### config.mk
export PLATFORM = sky130hd
export DESIGN_NAME = dac_setpoint_trim_controller
export DESIGN_NICKNAME = d
export VERILOG_FILES = /design/src/sv/dstc_pkg.sv /design/src/sv/dac_setpoint_trim_controller.sv
export VERILOG_INCLUDE_DIRS = /design/src /design/src/sv
export SDC_FILE = /design/constraint.sdc
export NUM_CORES = 2
export LEC_CHECK = 0
export BUFFER_PORTS_ARGS = -buffer_cell sky130_fd_sc_hd__buf_2
export CAP_MARGIN = 10
export CELL_PAD_IN_SITES_DETAIL_PLACEMENT = 2
export CELL_PAD_IN_SITES_GLOBAL_PLACEMENT = 2
export CORE_MARGIN = 2
export CORE_UTILIZATION = 45
export DETAILED_ROUTE_END_ITERATION = 10
export GPL_ROUTABILITY_DRIVEN = 0
export PLACE_DENSITY_LB_ADDON = 0.1
export REMOVE_ABC_BUFFERS = 1
export SYNTH_ARGS = -nofsm -noshare
export SYNTH_HDL_FRONTEND = slang
export SYNTH_SLANG_ARGS = --single-unit
export TNS_END_PERCENT = 50
### constraint.sdc
create_clock -name clk -period 21.3 [get_ports clk]
set_clock_uncertainty 0.05 [all_clocks]
set_input_delay 6.39 -clock clk [delete_from_list [all_inputs] [get_ports clk]]
set_output_delay 6.39 -clock clk [all_outputs]
set_load 0.005 [all_outputs]
### src/sv/dac_setpoint_trim_controller_assert.svh
// Assertion macros for the DAC setpoint trim controller.
// Used by dac_setpoint_trim_controller; expects clk and rst in scope.
`ifndef DAC_SETPOINT_TRIM_CONTROLLER_ASSERT_SVH
`define DAC_SETPOINT_TRIM_CONTROLLER_ASSERT_SVH

// Same-cycle implication, disabled during reset.
`define DSTC_ASSERT_NOW(label, cond, conseq, msg) \
  label: assert property (@(posedge clk) disable iff (rst) (cond) |-> (conseq)) \
    else $error(msg);

// Next-cycle implication, disabled during reset.
`define DSTC_ASSERT_NEXT(label, cond, conseq, msg) \
  label: assert property (@(posedge clk) disable iff (rst) (cond) |=> (conseq)) \
    else $error(msg);

`endif

### src/sv/dstc_pkg.sv
// Package for the DAC setpoint trim controller: payload structs, codes, fixed constants.
// No dependencies.
package dstc_pkg;

  localparam int CODE_BITS = 12;

  localparam logic [1:0] KIND_SETPOINT = 2'd0;
  localparam logic [1:0] KIND_MEASURE  = 2'd1;
  localparam logic [1:0] KIND_TICK     = 2'd2;
  localparam logic [1:0] KIND_ABORT    = 2'd3;

  localparam logic [2:0] STATUS_SETTLED  = 3'd0;
  localparam logic [2:0] STATUS_RAMPING  = 3'd1;
  localparam logic [2:0] STATUS_AWAIT    = 3'd2;
  localparam logic [2:0] STATUS_ABORTED  = 3'd3;
  localparam logic [2:0] STATUS_TIMEOUT  = 3'd4;
  localparam logic [2:0] STATUS_AT_LIMIT = 3'd5;

  localparam logic [1:0] CFG_SENSE_RATIO     = 2'd0;
  localparam logic [1:0] CFG_VREF_MV         = 2'd1;
  localparam logic [1:0] CFG_MAX_CORRECTIONS = 2'd2;

  localparam logic [15:0] SENSE_RATIO_RESET     = 16'd2560;
  localparam logic [14:0] VREF_MV_RESET         = 15'd10000;
  localparam logic [3:0]  MAX_CORRECTIONS_RESET = 4'd9;

  // 120.0 percent in Q16.16
  localparam logic [31:0] DRIVE_LIMIT = 32'(120) << 16;

  typedef struct packed {
    logic [1:0]  kind;
    logic [15:0] target_pct;
    logic        accurate;
    logic [15:0] measured_pct;
  } item_t;

  typedef struct packed {
    logic [CODE_BITS-1:0] dac_code;
    logic [2:0]           status;
    logic [3:0]           corrections_done;
  } result_t;

endpackage

### src/sv/dac_setpoint_trim_controller.sv
// DAC setpoint trim controller: sequencer around one shared restoring divider.
// Depends on dstc_pkg and dac_setpoint_trim_controller_assert.svh.
//
// Usage:
//   item channel (item_valid/item_ready, item) carries one command per transaction:
//   setpoint, measurement, millisecond tick or abort. Every item yields exactly one
//   result on the result channel (result_valid/result_ready, result).
//   cfg channel (cfg_valid/cfg_ready, cfg_index, cfg_data) writes sense_ratio,
//   vref_mv and max_corrections; write only while no item is in flight.
// Sequence from accept to result_valid:
//   tick, abort, ignored measurement: S_OUT; in-band measurement: S_MEAS, S_OUT.
//   setpoint: divisions for drive level, then DAC code, on the shared divider;
//   only the DAC code division when sense_ratio is 0.
//   correcting measurement: S_MEAS and both divisions; a zero measurement skips
//   the drive division. The 48-bit divider gives one quotient bit a cycle; a new
//   item is taken only once the sequencer is back in idle.
// item_ready is high only while the sequencer is idle. A finished result sits in
// the output register; the next item is accepted while it waits, and that item's
// result is held back until the receiver takes the earlier one.
// Reset (rst, synchronous) restores register defaults, DAC code 0, phase idle.
module dac_setpoint_trim_controller (
  input  logic              clk,
  input  logic              rst,
  input  logic              item_valid,
  output logic              item_ready,
  input  dstc_pkg::item_t   item,
  output logic              result_valid,
  input  logic              result_ready,
  output dstc_pkg::result_t result,
  input  logic              cfg_valid,
  output logic              cfg_ready,
  input  logic [1:0]        cfg_index,
  input  logic [15:0]       cfg_data
);

  `include "dac_setpoint_trim_controller_assert.svh"

  localparam int CB      = dstc_pkg::CODE_BITS;
  localparam int DIV_W   = 48;
  localparam int DEN_W   = 24;
  localparam int CNT_W   = $clog2(DIV_W);

  typedef enum logic [2:0] {
    S_IDLE, S_MEAS, S_CODE, S_DIV, S_OUT
  } state_t;

  typedef enum logic [2:0] {
    PH_IDLE, PH_RAMP, PH_AWAIT, PH_ABORT, PH_TIMEOUT, PH_SETTLED
  } phase_t;

  typedef enum logic {
    OP_DRIVE, OP_CODE
  } div_op_t;

  state_t  state;
  phase_t  phase;
  div_op_t div_op;

  logic [15:0]    sense_ratio;
  logic [14:0]    vref_mv;
  logic [3:0]     max_corrections;

  logic [CB-1:0]  dac_now;
  logic [CB-1:0]  goal_code;
  logic [31:0]    drive_level;
  logic [15:0]    set_target;
  logic [3:0]     tries;
  logic           mode_accurate;
  logic [1:0]     kind_q;
  logic [15:0]    meas_q;

  logic [DIV_W-1:0] div_quo;
  logic [DEN_W-1:0] div_rem;
  logic [DEN_W-1:0] div_den;
  logic [CNT_W-1:0] div_cnt;

  // shared divider step
  logic [DEN_W:0]   rem_sh;
  logic             quo_bit;
  logic [DEN_W-1:0] rem_next;
  logic [DIV_W-1:0] quo_next;

  assign rem_sh   = {div_rem, div_quo[DIV_W-1]};
  assign quo_bit  = (rem_sh >= {1'b0, div_den});
  assign rem_next = quo_bit ? DEN_W'(rem_sh - {1'b0, div_den}) : DEN_W'(rem_sh);
  assign quo_next = {div_quo[DIV_W-2:0], quo_bit};

  // operand preparation
  logic [19:0]      tgt10;
  logic [DIV_W-1:0] sp_num;
  logic [DEN_W-1:0] sp_den;
  logic [31:0]      drive_min;
  logic [28:0]      code_prod;
  logic [DIV_W-1:0] code_num;
  logic [14:0]      vref_eff;
  logic [DIV_W-1:0] corr_num;
  logic [22:0]      m100;
  logic [22:0]      t98;
  logic [22:0]      t102;
  logic             in_band;
  logic [31:0]      drive_sat;
  logic [3:0]       tries_inc;
  logic [3:0]       corr_limit;

  assign tgt10     = 20'(item.target_pct) * 20'(10);
  assign sp_num    = DIV_W'({tgt10, 24'd0});
  assign sp_den    = DEN_W'(sense_ratio) * DEN_W'(100);
  assign drive_min = (drive_level > dstc_pkg::DRIVE_LIMIT) ? dstc_pkg::DRIVE_LIMIT
                                                           : drive_level;
  assign code_prod = 29'(drive_min) * 29'(50);
  assign code_num  = DIV_W'({code_prod, {CB{1'b0}}} >> 16);
  assign vref_eff  = (vref_mv == '0) ? 15'd1 : vref_mv;
  assign corr_num  = DIV_W'(drive_level) * DIV_W'(set_target);
  assign m100      = 23'(meas_q) * 23'(100);
  assign t98       = 23'(set_target) * 23'(98);
  assign t102      = 23'(set_target) * 23'(102);
  assign in_band   = (m100 >= t98) && (m100 <= t102);
  assign drive_sat = (|quo_next[DIV_W-1:32]) ? 32'hFFFF_FFFF : quo_next[31:0];
  assign tries_inc = (tries == 4'd15) ? 4'd15 : tries + 4'd1;
  assign corr_limit = (max_corrections == '0) ? 4'd1 : max_corrections;

  // phase after ramp arrival check, and the status it reports
  phase_t     phase_fin;
  logic [2:0] status_fin;

  always_comb begin
    phase_fin = phase;
    if (phase == PH_RAMP && dac_now == goal_code) begin
      phase_fin = (mode_accurate && set_target != '0) ? PH_AWAIT : PH_SETTLED;
    end
    unique case (phase_fin)
      PH_RAMP:    status_fin = dstc_pkg::STATUS_RAMPING;
      PH_AWAIT:   status_fin = dstc_pkg::STATUS_AWAIT;
      PH_ABORT:   status_fin = dstc_pkg::STATUS_ABORTED;
      PH_TIMEOUT: status_fin = dstc_pkg::STATUS_TIMEOUT;
      PH_SETTLED: status_fin = (drive_level > dstc_pkg::DRIVE_LIMIT) ?
                               dstc_pkg::STATUS_AT_LIMIT : dstc_pkg::STATUS_SETTLED;
      default:    status_fin = dstc_pkg::STATUS_SETTLED;
    endcase
  end

  assign item_ready = (state == S_IDLE);
  assign cfg_ready  = 1'b1;

  always_ff @(posedge clk) begin
    if (rst) begin
      state           <= S_IDLE;
      phase           <= PH_IDLE;
      div_op          <= OP_DRIVE;
      result_valid    <= 1'b0;
      sense_ratio     <= dstc_pkg::SENSE_RATIO_RESET;
      vref_mv         <= dstc_pkg::VREF_MV_RESET;
      max_corrections <= dstc_pkg::MAX_CORRECTIONS_RESET;
      dac_now         <= '0;
      goal_code       <= '0;
      drive_level     <= '0;
      set_target      <= '0;
      tries           <= '0;
      mode_accurate   <= 1'b0;
      kind_q          <= dstc_pkg::KIND_SETPOINT;
    end else begin
      if (cfg_valid && cfg_ready) begin
        unique case (cfg_index)
          dstc_pkg::CFG_SENSE_RATIO:     sense_ratio     <= cfg_data;
          dstc_pkg::CFG_VREF_MV:         vref_mv         <= cfg_data[14:0];
          dstc_pkg::CFG_MAX_CORRECTIONS: max_corrections <= cfg_data[3:0];
          default: ;
        endcase
      end

      if (result_ready && state != S_OUT) begin
        result_valid <= 1'b0;
      end

      unique case (state)
        S_IDLE: begin
          if (item_valid) begin
            kind_q <= item.kind;
            meas_q <= item.measured_pct;
            unique case (item.kind)
              dstc_pkg::KIND_SETPOINT: begin
                set_target    <= item.target_pct;
                mode_accurate <= item.accurate;
                tries         <= '0;
                if (sense_ratio == '0) begin
                  drive_level <= 32'hFFFF_FFFF;
                  state       <= S_CODE;
                end else begin
                  div_quo <= sp_num;
                  div_den <= sp_den;
                  div_rem <= '0;
                  div_cnt <= '0;
                  div_op  <= OP_DRIVE;
                  state   <= S_DIV;
                end
              end
              dstc_pkg::KIND_MEASURE: begin
                state <= (phase == PH_AWAIT) ? S_MEAS : S_OUT;
              end
              dstc_pkg::KIND_TICK: begin
                if (dac_now < goal_code) begin
                  dac_now <= dac_now + CB'(1);
                end else if (dac_now > goal_code) begin
                  dac_now <= dac_now - CB'(1);
                end
                state <= S_OUT;
              end
              default: begin
                goal_code   <= '0;
                drive_level <= '0;
                phase       <= PH_ABORT;
                state       <= S_OUT;
              end
            endcase
          end
        end

        S_MEAS: begin
          if (in_band) begin
            phase <= PH_SETTLED;
            state <= S_OUT;
          end else if (meas_q == '0) begin
            drive_level <= 32'hFFFF_FFFF;
            state       <= S_CODE;
          end else begin
            div_quo <= corr_num;
            div_den <= DEN_W'(meas_q);
            div_rem <= '0;
            div_cnt <= '0;
            div_op  <= OP_DRIVE;
            state   <= S_DIV;
          end
        end

        S_CODE: begin
          div_quo <= code_num;
          div_den <= DEN_W'(vref_eff);
          div_rem <= '0;
          div_cnt <= '0;
          div_op  <= OP_CODE;
          state   <= S_DIV;
        end

        S_DIV: begin
          div_quo <= quo_next;
          div_rem <= rem_next;
          div_cnt <= div_cnt + CNT_W'(1);
          if (div_cnt == CNT_W'(DIV_W - 1)) begin
            if (div_op == OP_DRIVE) begin
              drive_level <= drive_sat;
              state       <= S_CODE;
            end else begin
              goal_code <= quo_next[CB-1:0];
              if (kind_q == dstc_pkg::KIND_SETPOINT) begin
                phase <= PH_RAMP;
              end else begin
                tries <= tries_inc;
                phase <= (tries_inc >= corr_limit) ? PH_TIMEOUT : PH_RAMP;
              end
              state <= S_OUT;
            end
          end
        end

        S_OUT: begin
          if (!result_valid || result_ready) begin
            result_valid            <= 1'b1;
            result.dac_code         <= dac_now;
            result.status           <= status_fin;
            result.corrections_done <= tries;
            phase                   <= phase_fin;
            state                   <= S_IDLE;
          end
        end

        default: state <= S_IDLE;
      endcase
    end
  end

  `DSTC_ASSERT_NEXT(a_busy_after_accept, item_valid && item_ready, !item_ready,
    "item accepted but block still ready next cycle")
  `DSTC_ASSERT_NOW(a_div_den_nonzero, state == S_DIV, div_den != '0,
    "shared divider running with zero divisor")
  `DSTC_ASSERT_NOW(a_status_code, result_valid, result.status <= dstc_pkg::STATUS_AT_LIMIT,
    "result carries an undefined status code")

endmodule

==> results.sh <==
export IMPL_cts_resized=0
export IMPL_avgViaCountPerCell=5.624
export IMPL_numCtsBuffers=28
export IMPL_setup_violations=0
export IMPL_maxCapViolations=0
export IMPL_clkSinkCount=258
export IMPL_num_antenna_cells=0
export IMPL_num_io_pins=80
export IMPL_critPathLaunchType="input port"
export IMPL_r2r_end="div_quo[16]"
export IMPL_wire_per_inst_um=24.16
export IMPL_initial_core_util_pct=45.37
export IMPL_post_cts_buffers=0
export IMPL_endpoint_kind="flip-flop"
export IMPL_clk_path_buf_depth=3
export IMPL_antenna_found_initial=3
export IMPL_p_per_area_nw_per_um2=90.78
export IMPL_multi_input_area_um2=28830
export IMPL_ant_nets=0
export IMPL_dpl_cell_area_um2=40940
export IMPL_die_h_um=299.5
export IMPL_fin_crit_sh_pct=43.82
export IMPL_synth_seq_area_share_pct=16.61
export IMPL_grt_usage_pct=31.07
export IMPL_path_clk_slew_ns=0.06
export IMPL_hp_class="flip-flop to flip-flop"
export IMPL_ys_seq_elements=258
export IMPL_drc=0
export IMPL_grt_max_degree=70
export IMPL_fin_tns_setup_ns=0
export IMPL_holdPathStages=2
export IMPL_routed_wl_mm=136.4
export IMPL_num_vias=31760
export IMPL_synth_compound_area_share_pct=11.32
export IMPL_reg2reg_slack_ns=13.03
export IMPL_die_x_um=299.5
export IMPL_hold_viol_final=0
export IMPL_htree_levels=1
export IMPL_synth_top_family_by_area="adder cells"
export IMPL_synth_xor_area_share_pct=3.588
export IMPL_first_pass_iters=5
export IMPL_die_area_um2=89720
export IMPL_coreArea_um2=86620
export IMPL_critical_path_class="input port to flip-flop"
export IMPL_cts_root_buf="clkbuf_16"
export IMPL_worst_pin_slew_ns=1.301
export IMPL_synthFlopType="edfxtp_1"
export IMPL_synth_fa_ha_area_share_pct=42.01
export IMPL_ys_warn_count=0
export IMPL_io_buffer_count=78
export IMPL_rows=108
export IMPL_crit_fanout=3
export IMPL_p_leak_nw=20.40
export IMPL_drv_slew=0
export IMPL_insertion_delay_ns=0.59
export IMPL_hold_start="kind_q[0]"
export IMPL_min_to="kind_q[0]"
export IMPL_avgSynthCellArea_um2=8.769
export IMPL_drive_above_1_share_pct=5.453
export IMPL_r2r_cells=28
export IMPL_vdd_drop_max_uv=106.8
export IMPL_final_cell_mix="inv_1, nand2_1, ha_1"
export IMPL_nFillCells=9591
export IMPL_post_place_ws_ns=11.44
export IMPL_syn_cell_area_um2=39300
export IMPL_nets=5548
export IMPL_ff_latch_area_um2=6529
export IMPL_drtIter0Drc=1688
export IMPL_cts_tree="done"
export IMPL_status="finished clean"
export IMPL_critPathArrivalTime_ns=9.55
export IMPL_netSwitchingFraction_pct=50.99
export IMPL_area_growth_pct=6.622
export IMPL_power_frac_seq_pct=20.4
export IMPL_maxSlewHeadroom_pct=12.93
export IMPL_layout_commonest_cell="inv_1"
export IMPL_place_hpwl_mm=106.2
export IMPL_setup_slack_ns=11.97
export IMPL_holdBufCountCts=0
export IMPL_netlist_cell_type_count=85
export IMPL_power_internal_mw=1.864
export IMPL_whs_ns=0.4123
export IMPL_max_freq_ghz=0.1071
export IMPL_synthCells=4482
export IMPL_cp_required_ns=21.52
export IMPL_r2r_start="set_target[0]"
export IMPL_p_switching_mw=1.939
export IMPL_combPwrFrac_pct=65.6
export IMPL_grt_pass1_wl_mm=216.0
export IMPL_synth_edff_count=136
export IMPL_rsz0062_at_grt="false"
export IMPL_synthSimpleGateAreaFrac_pct=15.21
export IMPL_fin_crit_ns=9.334
export IMPL_synth_area_mux_share_pct=1.047
export IMPL_final_cell_area_um2=41900
export IMPL_gr_total_overflow=0
export IMPL_grt_pass1_vias=36860
export IMPL_p_clk_share_pct=14.0
export IMPL_async_flop_share_pct=0
## final cells by class
class,instances,area share [%]
repair buffers,146,2.156
flip-flops and latches,258,15.58
well taps,1155,3.449
inverters,861,7.713
clock buffers,37,1.899
clock inverters,15,0.4031
multi-input cells,3176,68.80
## cells in the mapped netlist (all sizes together) (12+ instances only)
library cell  count  area [µm²]
a31oi            18       127.6
a211oi           19       157.7
and3             20       125.1
a21oi           238        1210
nand2b           56       350.3
nand4            33       206.5
o22ai            16       100.1
a21o             69       518.0
xnor2            90       788.3
or3              17       106.4
mux2i            40       400.4
o21a             19       142.6
dfxtp           122        2442
ha              518        6481
inv             861        3232
a22oi            52       405.4
nor4             16       106.4
edfxtp          136        4084
nand3            48       240.2
nor3             46       235.2
nor2            184       690.7
o21ai           148       744.5
xor2             71       621.9
nor2b            27       168.9
clkbuf          175       656.9
or2              12       77.58
nand2           538        2019
fa              501       10030
buf              16       118.9
and2            222        1391
o21bai           21       157.7
## sequential cells by signal, summed over array words and instances, names as in the netlist, 2 cells and up
name,count
div_quo,48
drive_level,32
div_rem,24
div_den,23
result,19
meas_q,16
sense_ratio,16
set_target,16
vref_mv,15
dac_now,12
goal_code,12
div_cnt,6
max_corrections,4
tries,4
phase,3
state,3
kind_q,2
## metrics by stage
step                power, mW  std cells  util, %
floorplan               2.367       4295        -
finish                  3.804       5648    48.38
global route            4.130       5648    48.38
CTS                     3.811       5648    48.38
detailed placement      3.240       5596    47.26
global placement        3.103       5596    47.26
## worst max path at each step
| stage | slack, ns | start | depth (start not counted) | endpoint |
|---|---|---|---|---|
| floorplan | 10.44 | item[33] | 6 | div_cnt[0] |
| CTS | 12.00 | item[18] | 15 | div_quo[42] |
| global route | 11.67 | item[18] | 15 | div_quo[42] |
| detailed placement | 11.44 | item[18] | 15 | div_quo[42] |
| global placement | 11.59 | item[18] | 15 | div_quo[42] |
| finish | 11.97 | item[18] | 15 | div_quo[42] |
## worst max-delay path, cell delays in order
cell and delay, ns:
buf_2 0.12, ha_1 0.31, ha_1 0.23, fa_1 0.41
a21o_1 0.20, a21oi_1 0.21, o21bai_1 0.11, a211oi_1 0.41
o31ai_1 0.18, o21ai_0 0.25, nand2b_1 0.11, a21oi_1 0.23
o21ai_0 0.13, xnor2_1 0.16, o21ai_0 0.10
## metal layers
metal | vias to the layer above | GRT usage (%) | part of all wire, %
li1 | 14330 | - | -
met1 | 16580 | 41.15 | 44
met2 | 660 | 53.98 | 49
met3 | 192 | 3.740 | 4.7
met4 | 4 | 7.690 | 2.6
met5 | - | 0 | 0.015
## power by group through the flow
stage,logic (mW),registers (mW),clock network [mW]
after floorplan,1.60,0.765,0
after global placement,2.32,0.779,0
after CTS,2.50,0.775,0.539
after detailed placement,2.46,0.783,0
after global routing,2.79,0.786,0.555
final,2.50,0.777,0.531
## kinds of logic (layout without fill, tap and decap cells)
| kind of cell | Yosys count | count (layout) |
|---|---|---|
| buf+inv | 1052 | 1059 |
| fa+ha+maj | 1019 | 1019 |
| compound gates | 698 | 698 |
| xor+xnor | 161 | 161 |
| flops | 258 | 258 |
| other cells | 2 | 6 |
| simple gates | 1251 | 1251 |
| mux | 41 | 41 |
Note: power is estimated with default switching activity, not from simulation.
